<file path="src/hdl/twpq_pkg.sv">
// Shared types and constants for the timed wakeup priority queue.
`timescale 1ns / 1ps

package twpq_pkg;

  localparam int unsigned QueueDepthDef = 16;
  localparam int unsigned TickW         = 64;
  localparam int unsigned TidW          = 8;
  localparam int unsigned PriW          = 6;
  localparam int unsigned SleepW        = 32;
  localparam int unsigned InDataW       = 48;
  localparam int unsigned OutDataW      = 8;

  // Input kind carried on the slave tuser bit
  localparam logic ModeSleep = 1'b0;
  localparam logic ModeTick  = 1'b1;

  // Result status carried on the master tuser bit
  localparam logic StatusWoken  = 1'b0;
  localparam logic StatusReject = 1'b1;

  typedef enum logic {
    ST_IDLE,
    ST_DRAIN
  } twpq_state_e;

  // One queue slot
  typedef struct packed {
    logic             valid;
    logic [TickW-1:0] wake;
    logic [PriW-1:0]  pri;
    logic [TidW-1:0]  tid;
  } twpq_entry_t;

  // Command broadcast from the controller to every cell
  typedef struct packed {
    logic             insert;
    logic             shift;
    logic [TickW-1:0] wake;
    logic [PriW-1:0]  pri;
    logic [TidW-1:0]  tid;
  } twpq_cmd_t;

  // Status of the chain head seen by the controller
  typedef struct packed {
    logic            full;
    logic            head_due;
    logic            next_due;
    logic [TidW-1:0] head_tid;
  } twpq_stat_t;

endpackage

</file>
<file path="src/hdl/twpq_cell.sv">
// One slot of the sorted sleeper chain: compare, insert, shift.
`timescale 1ns / 1ps

module twpq_cell
  import twpq_pkg::*;
(
  input  logic             clk_i,
  input  logic             rst_ni,
  input  twpq_cmd_t        cmd_i,
  input  logic [TickW-1:0] tick_i,
  input  twpq_entry_t      left_i,
  input  logic             left_ins_i,
  input  twpq_entry_t      right_i,
  output twpq_entry_t      entry_o,
  output logic             ins_o,
  output logic             due_o
);

  logic        valid_q, valid_d;
  twpq_entry_t ent_q;
  twpq_entry_t ent_d;
  logic        load;

  // New key goes at or before this slot
  always_comb begin
    ins_o = !valid_q ||
            ($signed(cmd_i.wake) < $signed(ent_q.wake)) ||
            ((cmd_i.wake == ent_q.wake) && (cmd_i.pri > ent_q.pri));
    due_o = valid_q && ($signed(ent_q.wake) <= $signed(tick_i));
  end

  // Pick the next slot content
  always_comb begin
    load    = 1'b0;
    ent_d   = ent_q;
    valid_d = valid_q;
    if (cmd_i.insert && ins_o) begin
      load = 1'b1;
      if (left_ins_i) begin
        ent_d   = left_i;
        valid_d = left_i.valid;
      end else begin
        ent_d.wake = cmd_i.wake;
        ent_d.pri  = cmd_i.pri;
        ent_d.tid  = cmd_i.tid;
        valid_d    = 1'b1;
      end
    end else if (cmd_i.shift) begin
      load    = 1'b1;
      ent_d   = right_i;
      valid_d = right_i.valid;
    end
  end

  always_ff @(posedge clk_i or negedge rst_ni) begin
    if (!rst_ni) begin
      valid_q <= 1'b0;
    end else begin
      valid_q <= valid_d;
    end
  end

  // Payload carries no reset
  always_ff @(posedge clk_i) begin
    if (load) begin
      ent_q <= ent_d;
    end
  end

  always_comb begin
    entry_o       = ent_q;
    entry_o.valid = valid_q;
  end

endmodule

</file>
<file path="src/hdl/twpq_ctrl.sv">
// Tick counter, request sequencing and result register.
`timescale 1ns / 1ps

module twpq_ctrl
  import twpq_pkg::*;
(
  input  logic               clk_i,
  input  logic               rst_ni,
  input  logic               s_axis_tvalid_i,
  output logic               s_axis_tready_o,
  input  logic [InDataW-1:0] s_axis_tdata_i,
  input  logic               s_axis_tuser_i,
  output logic               m_axis_tvalid_o,
  input  logic               m_axis_tready_i,
  output logic [OutDataW-1:0] m_axis_tdata_o,
  output logic               m_axis_tuser_o,
  output logic               m_axis_tlast_o,
  input  twpq_stat_t         stat_i,
  output twpq_cmd_t          cmd_o,
  output logic [TickW-1:0]   tick_o
);

  twpq_state_e state_q, state_d;
  logic [TickW-1:0] tick_q, tick_d;
  logic out_valid_q, out_valid_d;
  logic [TidW-1:0] out_tid_q, out_tid_d;
  logic out_status_q, out_status_d;
  logic out_last_q, out_last_d;
  logic out_load, out_free, accept;
  logic [TidW-1:0]   req_tid;
  logic [PriW-1:0]   req_pri;
  logic [SleepW-1:0] req_sleep;

  assign req_tid   = s_axis_tdata_i[TidW-1:0];
  assign req_pri   = s_axis_tdata_i[TidW+PriW-1:TidW];
  assign req_sleep = s_axis_tdata_i[TidW+PriW+SleepW-1:TidW+PriW];

  assign out_free        = !out_valid_q || m_axis_tready_i;
  assign s_axis_tready_o = (state_q == ST_IDLE) && out_free;
  assign accept          = s_axis_tvalid_i && s_axis_tready_o;

  // Sequence requests and the wakeup drain
  always_comb begin
    state_d      = state_q;
    tick_d       = tick_q;
    out_load     = 1'b0;
    out_tid_d    = out_tid_q;
    out_status_d = out_status_q;
    out_last_d   = out_last_q;
    cmd_o.insert = 1'b0;
    cmd_o.shift  = 1'b0;
    cmd_o.wake   = tick_q + {{(TickW-SleepW){req_sleep[SleepW-1]}}, req_sleep};
    cmd_o.pri    = req_pri;
    cmd_o.tid    = req_tid;
    case (state_q)
      ST_IDLE: begin
        if (accept) begin
          if (s_axis_tuser_i == ModeTick) begin
            tick_d  = tick_q + 1'b1;
            state_d = ST_DRAIN;
          end else if (stat_i.full) begin
            out_load     = 1'b1;
            out_tid_d    = req_tid;
            out_status_d = StatusReject;
            out_last_d   = 1'b1;
          end else begin
            cmd_o.insert = 1'b1;
          end
        end
      end
      ST_DRAIN: begin
        if (!stat_i.head_due) begin
          state_d = ST_IDLE;
        end else if (out_free) begin
          out_load     = 1'b1;
          out_tid_d    = stat_i.head_tid;
          out_status_d = StatusWoken;
          out_last_d   = !stat_i.next_due;
          cmd_o.shift  = 1'b1;
          if (!stat_i.next_due) begin
            state_d = ST_IDLE;
          end
        end
      end
      default: state_d = ST_IDLE;
    endcase
  end

  // Result register valid flag
  always_comb begin
    if (out_load) begin
      out_valid_d = 1'b1;
    end else if (m_axis_tready_i) begin
      out_valid_d = 1'b0;
    end else begin
      out_valid_d = out_valid_q;
    end
  end

  always_ff @(posedge clk_i or negedge rst_ni) begin
    if (!rst_ni) begin
      state_q     <= ST_IDLE;
      tick_q      <= '0;
      out_valid_q <= 1'b0;
    end else begin
      state_q     <= state_d;
      tick_q      <= tick_d;
      out_valid_q <= out_valid_d;
    end
  end

  // Hold the result payload until replaced
  always_ff @(posedge clk_i) begin
    if (out_load) begin
      out_tid_q    <= out_tid_d;
      out_status_q <= out_status_d;
      out_last_q   <= out_last_d;
    end
  end

  assign m_axis_tvalid_o = out_valid_q;
  assign m_axis_tdata_o  = out_tid_q;
  assign m_axis_tuser_o  = out_status_q;
  assign m_axis_tlast_o  = out_last_q;
  assign tick_o          = tick_q;

endmodule

</file>
<file path="src/hdl/timed_wakeup_priority_queue.sv">
// Top level: sorted chain of sleeper cells driven by the request controller.
//
//  channel  dir  tdata (low bit up)                          tuser   tlast
//  s_axis   in   thread_id[7:0] priority_req[13:8]           mode    -
//                sleep_ticks[45:14] zero[47:46]
//  m_axis   out  woken_id[7:0]                               status  last
//
// A sleep request is inserted at the edge that accepts it: every cell compares its key
// with the new one and the chain opens a gap in place. A tick bumps the tick count and
// enters ST_DRAIN, which takes no requests and ends once the chain head is not due;
// wakeups leave the chain head one a cycle while m_axis takes them, as the cells shift
// left. Reset clears the tick count and all slot valid bits. A stalled m_axis pauses
// the drain and blocks new requests until the result is taken.
`timescale 1ns / 1ps

module timed_wakeup_priority_queue
  import twpq_pkg::*;
#(
  parameter int unsigned QUEUE_DEPTH = QueueDepthDef
) (
  input  logic                clk_i,
  input  logic                rst_ni,
  input  logic                s_axis_tvalid_i,
  output logic                s_axis_tready_o,
  input  logic [InDataW-1:0]  s_axis_tdata_i,   // thread_id, priority_req, sleep_ticks
  input  logic                s_axis_tuser_i,   // mode
  output logic                m_axis_tvalid_o,
  input  logic                m_axis_tready_i,
  output logic [OutDataW-1:0] m_axis_tdata_o,   // woken_id
  output logic                m_axis_tuser_o,   // status
  output logic                m_axis_tlast_o    // last
);

  twpq_cmd_t        cmd;
  twpq_stat_t       stat;
  logic [TickW-1:0] tick;
  twpq_entry_t      entries [QUEUE_DEPTH+1];
  logic             ins [QUEUE_DEPTH+1];
  logic             due [QUEUE_DEPTH];

  twpq_ctrl u_ctrl (
    .clk_i           (clk_i),
    .rst_ni          (rst_ni),
    .s_axis_tvalid_i (s_axis_tvalid_i),
    .s_axis_tready_o (s_axis_tready_o),
    .s_axis_tdata_i  (s_axis_tdata_i),
    .s_axis_tuser_i  (s_axis_tuser_i),
    .m_axis_tvalid_o (m_axis_tvalid_o),
    .m_axis_tready_i (m_axis_tready_i),
    .m_axis_tdata_o  (m_axis_tdata_o),
    .m_axis_tuser_o  (m_axis_tuser_o),
    .m_axis_tlast_o  (m_axis_tlast_o),
    .stat_i          (stat),
    .cmd_o           (cmd),
    .tick_o          (tick)
  );

  // Chain ends: nothing inserts before the head, empty slot past the tail
  assign ins[0]                = 1'b0;
  assign entries[QUEUE_DEPTH]  = '0;

  for (genvar i = 0; i < QUEUE_DEPTH; i++) begin : g_cell
    twpq_entry_t left;
    if (i == 0) begin : g_head
      assign left = '0;
    end else begin : g_body
      assign left = entries[i-1];
    end

    twpq_cell u_cell (
      .clk_i      (clk_i),
      .rst_ni     (rst_ni),
      .cmd_i      (cmd),
      .tick_i     (tick),
      .left_i     (left),
      .left_ins_i (ins[i]),
      .right_i    (entries[i+1]),
      .entry_o    (entries[i]),
      .ins_o      (ins[i+1]),
      .due_o      (due[i])
    );
  end

  // Head status for the controller
  assign stat.full     = entries[QUEUE_DEPTH-1].valid;
  assign stat.head_due = due[0];
  assign stat.next_due = due[1];
  assign stat.head_tid = entries[0].tid;

endmodule

</file>
<file path="config.mk">
export PLATFORM = sky130hd
export DESIGN_NAME = timed_wakeup_priority_queue
export DESIGN_NICKNAME = d
export VERILOG_FILES = /design/src/hdl/twpq_pkg.sv /design/src/hdl/twpq_cell.sv /design/src/hdl/twpq_ctrl.sv /design/src/hdl/timed_wakeup_priority_queue.sv
export SDC_FILE = /design/constraint.sdc
export NUM_CORES = 2
export LEC_CHECK = 0
export BUFFER_PORTS_ARGS = -buffer_cell sky130_fd_sc_hd__buf_2
export CAP_MARGIN = 10
export CORE_ASPECT_RATIO = 0.8
export CORE_MARGIN = 2
export CORE_UTILIZATION = 55
export CTS_CLUSTER_DIAMETER = 120
export DETAILED_ROUTE_END_ITERATION = 6
export PLACE_DENSITY_LB_ADDON = 0.2
export SKIP_LAST_GASP = 1
export SLEW_MARGIN = 20
export SYNTH_ARGS = -nofsm -noshare
export SYNTH_HDL_FRONTEND = slang
export SYNTH_SLANG_ARGS = --single-unit
</file>
<file path="constraint.sdc">
create_clock -name clk_i -period 9.4 [get_ports clk_i]
set_input_delay 1.88 -clock clk_i [delete_from_list [all_inputs] [get_ports clk_i]]
set_output_delay 1.88 -clock clk_i [all_outputs]
set_load 0.05 [all_outputs]
</file>
After elaboration in Yosys (flattened, before gate mapping)

Index checks and enable logic that the tools add are counted.

Latch bits: 0
Output and inout bits: 12
Memories kept: 0
Input bits: 53
Bits in writable memories: 0
Memory bits (read-only): 0
Register bits: 1340

$mul: 0
Reduce and logical (&&, ||, !) cells: 122
$lt $le $gt $ge: 34
Bitwise gates (word level): 1
Equal/unequal tests: 21
Shift-type cells: 0
Multiplexer cells: 145
Add/subtract/negate cells: 2
Div/mod/pow operators: 0

Operators by type and width:

| kind                  | count |
|---|---|
| $mux 78               | 47 |
| $eq 64x64->1          | 16 |
| $lt 64x64->1          | 16 |
| $le 64x64->1          | 2 |
| $gt 6x6->1            | 16 |
| $mux 1                | 88 |
| $add 64x1->64 const B | 1 |
| $add 64x64->64        | 1 |
| $mux 8                | 5 |
| $logic_and 1x1->1     | 36 |
| $reduce_bool 2->1     | 17 |
| $logic_or 1x1->1      | 33 |
| $reduce_and 2->1      | 16 |
| $logic_not 1->1       | 18 |
| $pmux 8 s2            | 1 |
| $pmux 1 s2            | 4 |
| $ne 2x1->1 const B    | 3 |
| $reduce_and 6->1      | 1 |
| $ne 2x2->1 const B    | 2 |
| $reduce_and 3->1      | 1 |
| $not 1->1             | 1 |

Depth between registers and ports, before layout

Depth in word-level cells: 9
Depth in mapped cells: 29
Gate-level depth less buffers: 24

Hierarchy

Synthesis repeated with hierarchy kept, for this count alone.

Cell total of the unflattened synthesis: 27587
Area, all modules: 209169.4 µm²

By module, submodules not included:

| module                      | area an instance (µm²) | instances | seq. area each (µm²) | cells an instance |
|---|---|---|---|---|
| twpq_cell                   | 12613.3                | 16        | 2367.3               | 1670 |
| twpq_ctrl                   | 7352.1                 | 1         | 1951.9               | 866 |
| timed_wakeup_priority_queue | 3.8                    | 1         | 0.0                  | 1 |

Worst setup path after synthesis

OpenSTA, ideal clock, no wires.

Path kind: input port to flip-flop
Start: input port s_axis_tdata_i[14]
End: register g_cell[11].u_cell.ent_q, in the netlist g_cell[11].u_cell.entry_o[0], enable pin
Data required time: 8620 ps
Arrival: 9190 ps
Setup slack: -570 ps
Library setup time: 780 ps
Stages: 26
Cells stage by stage: ha_1 > inv_1 > fa_1 > nand2b_1 > a21o_1 > a2111o_1 > a21oi_1 > o221ai_1 > a21oi_1 > a21oi_1 > o311ai_0 > xnor2_1 > clkbuf_1 > inv_1 > ha_1 > nand4_1 > nor4_1 > nand4_1 > or4_1 > o311ai_0 > o21ai_0 > a21oi_1 > nand2b_1 > buf_2 > buf_1 > nand2_1

Cells in the longest elaborated chain, start to end: 7
Elaborated cells on any way between the ends: 10
Classes of those cells: 1 x add/sub; 1 x order compare; 1 x eq/ne; 1 x mux; 6 x reduce/logical

RTL lines:

| element                                                      | RTL line                          | RTL |
|---|---|---|
| start, declared                                              | timed_wakeup_priority_queue.sv:25 | `input logic [InDataW-1:0] s_axis_tdata_i,` |
| $add 64x64->64 (*)                                           | twpq_ctrl.sv:52                   | `cmd_o.wake = tick_q + {{(TickW-SleepW){req_sleep[SleepW-1]}}, req_sleep};` |
| $lt 64x64->1 / $eq 64x64->1 (equally long branches)          | twpq_cell.sv:27, twpq_cell.sv:28  |  |
| $logic_or 1x1->1 / $logic_and 1x1->1 (equally long branches) | twpq_cell.sv:26, twpq_cell.sv:28  |  |
| $logic_or 1x1->1 (*)                                         | twpq_cell.sv:27                   | `($signed(cmd_i.wake) < $signed(ent_q.wake)) \|\|` |
| $logic_and 1x1->1 (*)                                        | twpq_cell.sv:37                   | `if (cmd_i.insert && ins_o) begin` |
| $mux 1 (*)                                                   | twpq_cell.sv:37                   |  |
| named net g_cell[11].u_cell.load                             | twpq_cell.sv:22                   | `logic load;` |
| $reduce_and 2->1 (no source line) (*)                        | --                                |  |
| end signal, assigned                                         | twpq_cell.sv:66                   | `ent_q <= ent_d;` |
| end, declared                                                | twpq_cell.sv:20                   | `twpq_entry_t ent_q;` |

Mark *: on every way through the listed nets, which the timed path passes. The rest lies on a longest branch.
A chain may end at the register's enable or synchronous reset.

==> qor.csv <==
metric;value;unit
# IOs;65;
PD cells;226;mW/mm2
Worst Tran Pin Value;1.15;ns
CP endpoint kind;register;
Max stage delay cell, worst path;a2111o_1;
final worst path period share;0.951;
Synth Net Count;11848;
Finished Layout Cells;13400;
Synth Cell Area;0.0992;mm2
TritonCTS Buffers;150;
status;finished, violations left;
pin count of the biggest net entering global routing;82;
GRT Total Usage;0.325;
Pre-Repair DR Iteration Count;7;
DRC;2;
GR Overflow Total;0;
crit path DAT;9.58;ns
routed vias/inst;6.18;
later-pin clock latency in the skew report;0.81;ns
fill cell count;14657;
Max stage delay on crit path;0.55;ns
Hold Crit Class;reg -> reg;
Die Wd;479;um
hold slack;0.504;ns
violated checks;design-rule violations;
H-Tree Depth;4;
Core ar.;0.179;mm2
Area contributors post-synth;edfxtp_1 38%, ha_1 16%, mux2i_1 8.0%;
PortBufs;62;
Synth Warn #;0;
Fin. Hold Viols;0;
share of layout cells above drive strength 1;0.104;
Final Power;25.4;mW
Synth area leader;edfxtp_1;
Synth Instances;10552;
number of buffers added for setup after CTS;0;
CTS Hold Bufs;0;
Worst Path Max Fanout;7;
Starting Density;0.553;
end-of-flow core utilization;0.628;
CP startpoint kind;input pin;
post-route ant nets;0;
Worst EP required;10.03;ns
top_reg_cell synth;edfxtp_1;
RSZ-0062 raised after global routing;no;
Final Max Tran Viols;0;
post-DP HPWL;239;mm
skew final;0.0415;ns
CTS max path bufs;3;
post-placement cell count;13124;
number of global-route vias before repair;81681;
ys async rst share;0.0612;
1st-iter DRT viols;8639;
Die Span Y;384;um
Synth cell types;95;
post-synthesis sequential area ratio;0.402;
max-cap violation count;0;
initial antenna violation count;10;
first-pass GRT wire length;469;mm
Reg clk slew, reported paths;0.06;ns
peak supply drop;0.000188;V
die outline area;0.184;mm2
Slew headroom;0.224;
vias;82851;
CTS sink cnt;1340;
CTS Root Cell;clkbuf_16;
synthesized flop and latch total;1340;
EDFF count, synth;1258;
final setup vio count;0;
crit path kind;in -> reg;
Core Rows;139;
area growth from synthesis to layout;13.6;%
fmax;112;MHz
post-cts sizing count;0;
TNS Setup;0;ns
minimum clock period after layout;8.94;ns
Post-layout nets;12175;
post-synth top area share;0.381;
GPL Wtd Cong;0.985;
CTS tree;yes;
Pleak;52.3;nW
most frequent cell on the critical path;buf_4;
Post-Route WL;306;mm
Syn Area/Cell;9.40;um2
DR WL/cell;22.8;um
## cell usage after synthesis (102+ instances only)
cell and number:
a21o_1 349, nand2_1 1143, nand3_1 130, nand4_1 257
a211oi_1 102, edfxtp_1 1258, clkbuf_1 437, nor2_1 628
o21ai_0 968, mux2i_1 791, inv_1 1183, a21oi_1 837
ha_1 1242
## per-layer routing
| metal | vias to the layer above | global-route usage | share of wire |
|---|---|---|---|
| li1 | 38833 | - | - |
| met1 | 40323 | 0.467 | 0.44 |
| met3 | 528 | 0.0477 | 0.082 |
| met2 | 3157 | 0.504 | 0.44 |
| met5 | - | 0 | 0.00024 |
| met4 | 10 | 0.108 | 0.035 |
## power breakdown
group	switching (mW)	leakage, nW	internal [mW]
registers	0.781	12.5	8.14
clock network	2.59	2.36	3.39
logic	6.40	37.4	4.13
## sequential cells by signal, indices dropped and copies added, names as in the netlist
name / flops
u_ctrl.state_q: 1
g_cell.u_cell.valid_q: 16
g_cell.u_cell.entry_o: 1248
u_ctrl.tick_o: 64
u_ctrl.m_axis_tdata_o: 8
u_ctrl.m_axis_tuser_o: 1
u_ctrl.m_axis_tvalid_o: 1
u_ctrl.m_axis_tlast_o: 1
## metrics by stage
stage,setup WS [ns],cell area (um2)
4_1_cts,0.704,113000
3_5_place_dp,-0.126,108000
5_1_grt,0.0994,113000
3_3_place_gp,0.117,108000
6_report,0.458,113000
2_1_floorplan,0.0360,99200
## area by class of cell
cell class | instances | area, um2 | share of cell area
Antenna cell | 5 | 12.5 | 0.000111
Timing Repair Buffer | 720 | 6870 | 0.0609
Clock inverter | 85 | 831 | 0.00737
Clock buffer | 186 | 3970 | 0.0353
Multi-Input combinational cell | 7480 | 53700 | 0.477
Tap cell | 2397 | 3000 | 0.0266
Inverter | 1187 | 4460 | 0.0395
Sequential cell | 1340 | 39800 | 0.354
## layout by cell type (no fill, tap or decap), types with 23 or more instances in the layout
cell / instances
edfxtp_1: 1258
ha_1: 1242
inv_1: 1183
nand2_1: 1118
o21ai_0: 968
a21oi_1: 835
mux2i_1: 789
nor2_1: 622
buf_4: 530
a21o_1: 348
nand4_1: 257
clkbuf_16: 154
nand3_1: 129
buf_12: 129
a211oi_1: 100
nor3_1: 82
dfrtp_1: 82
o211ai_1: 69
mux2_2: 68
xnor2_1: 65
buf_2: 61
a31oi_1: 58
nor4_1: 55
nor2b_1: 51
o221ai_1: 38
a22oi_1: 37
o21a_1: 34
or3_1: 34
clkbuf_1: 32
clkinv_2: 31
clkinv_1: 28
and4_1: 28
and3_1: 25
o21ai_1: 25
xnor2_2: 25
a221oi_1: 24
nand2_4: 23
## path summary, 6_finish.rpt
kind / start / to / cells past startpoint / slack (ns)
setup / recovery: s_axis_tdata_i[17] / g_cell[2].u_cell.entry_o[76] / 32 / 0.46
hold / removal: u_ctrl.tick_o[33] / u_ctrl.tick_o[33] / 1 / 0.50
setup reg to reg: u_ctrl.tick_o[4] / g_cell[2].u_cell.entry_o[76] / 31 / 1.16
hold reg to reg: u_ctrl.tick_o[33] / u_ctrl.tick_o[33] / 1 / 0.50
max in group asynchronous: rst_ni / u_ctrl.tick_o[48] / 2 / 7.20
min in group asynchronous: rst_ni / u_ctrl.tick_o[6] / 1 / 0.97
## cells by family after synthesis
kind of cell / after synthesis / synth area share
compound gates: 2726 / 0.163
xor+xnor: 116 / 0.0106
fa+ha+maj: 1243 / 0.157
buf+inv: 1732 / 0.0663
flops: 1340 / 0.402
mux: 860 / 0.0877
simple gates: 2535 / 0.114
## worst max-delay path, delay by kind of cell
kind / cells / cell delay, ns
AOI/OAI and AO/OA: 9 / 3.04
adders and majority gates: 2 / 0.72
buffers and inverters: 12 / 1.93
and+or+nand+nor: 9 / 1.95
Power figures use the tool's default switching activity.
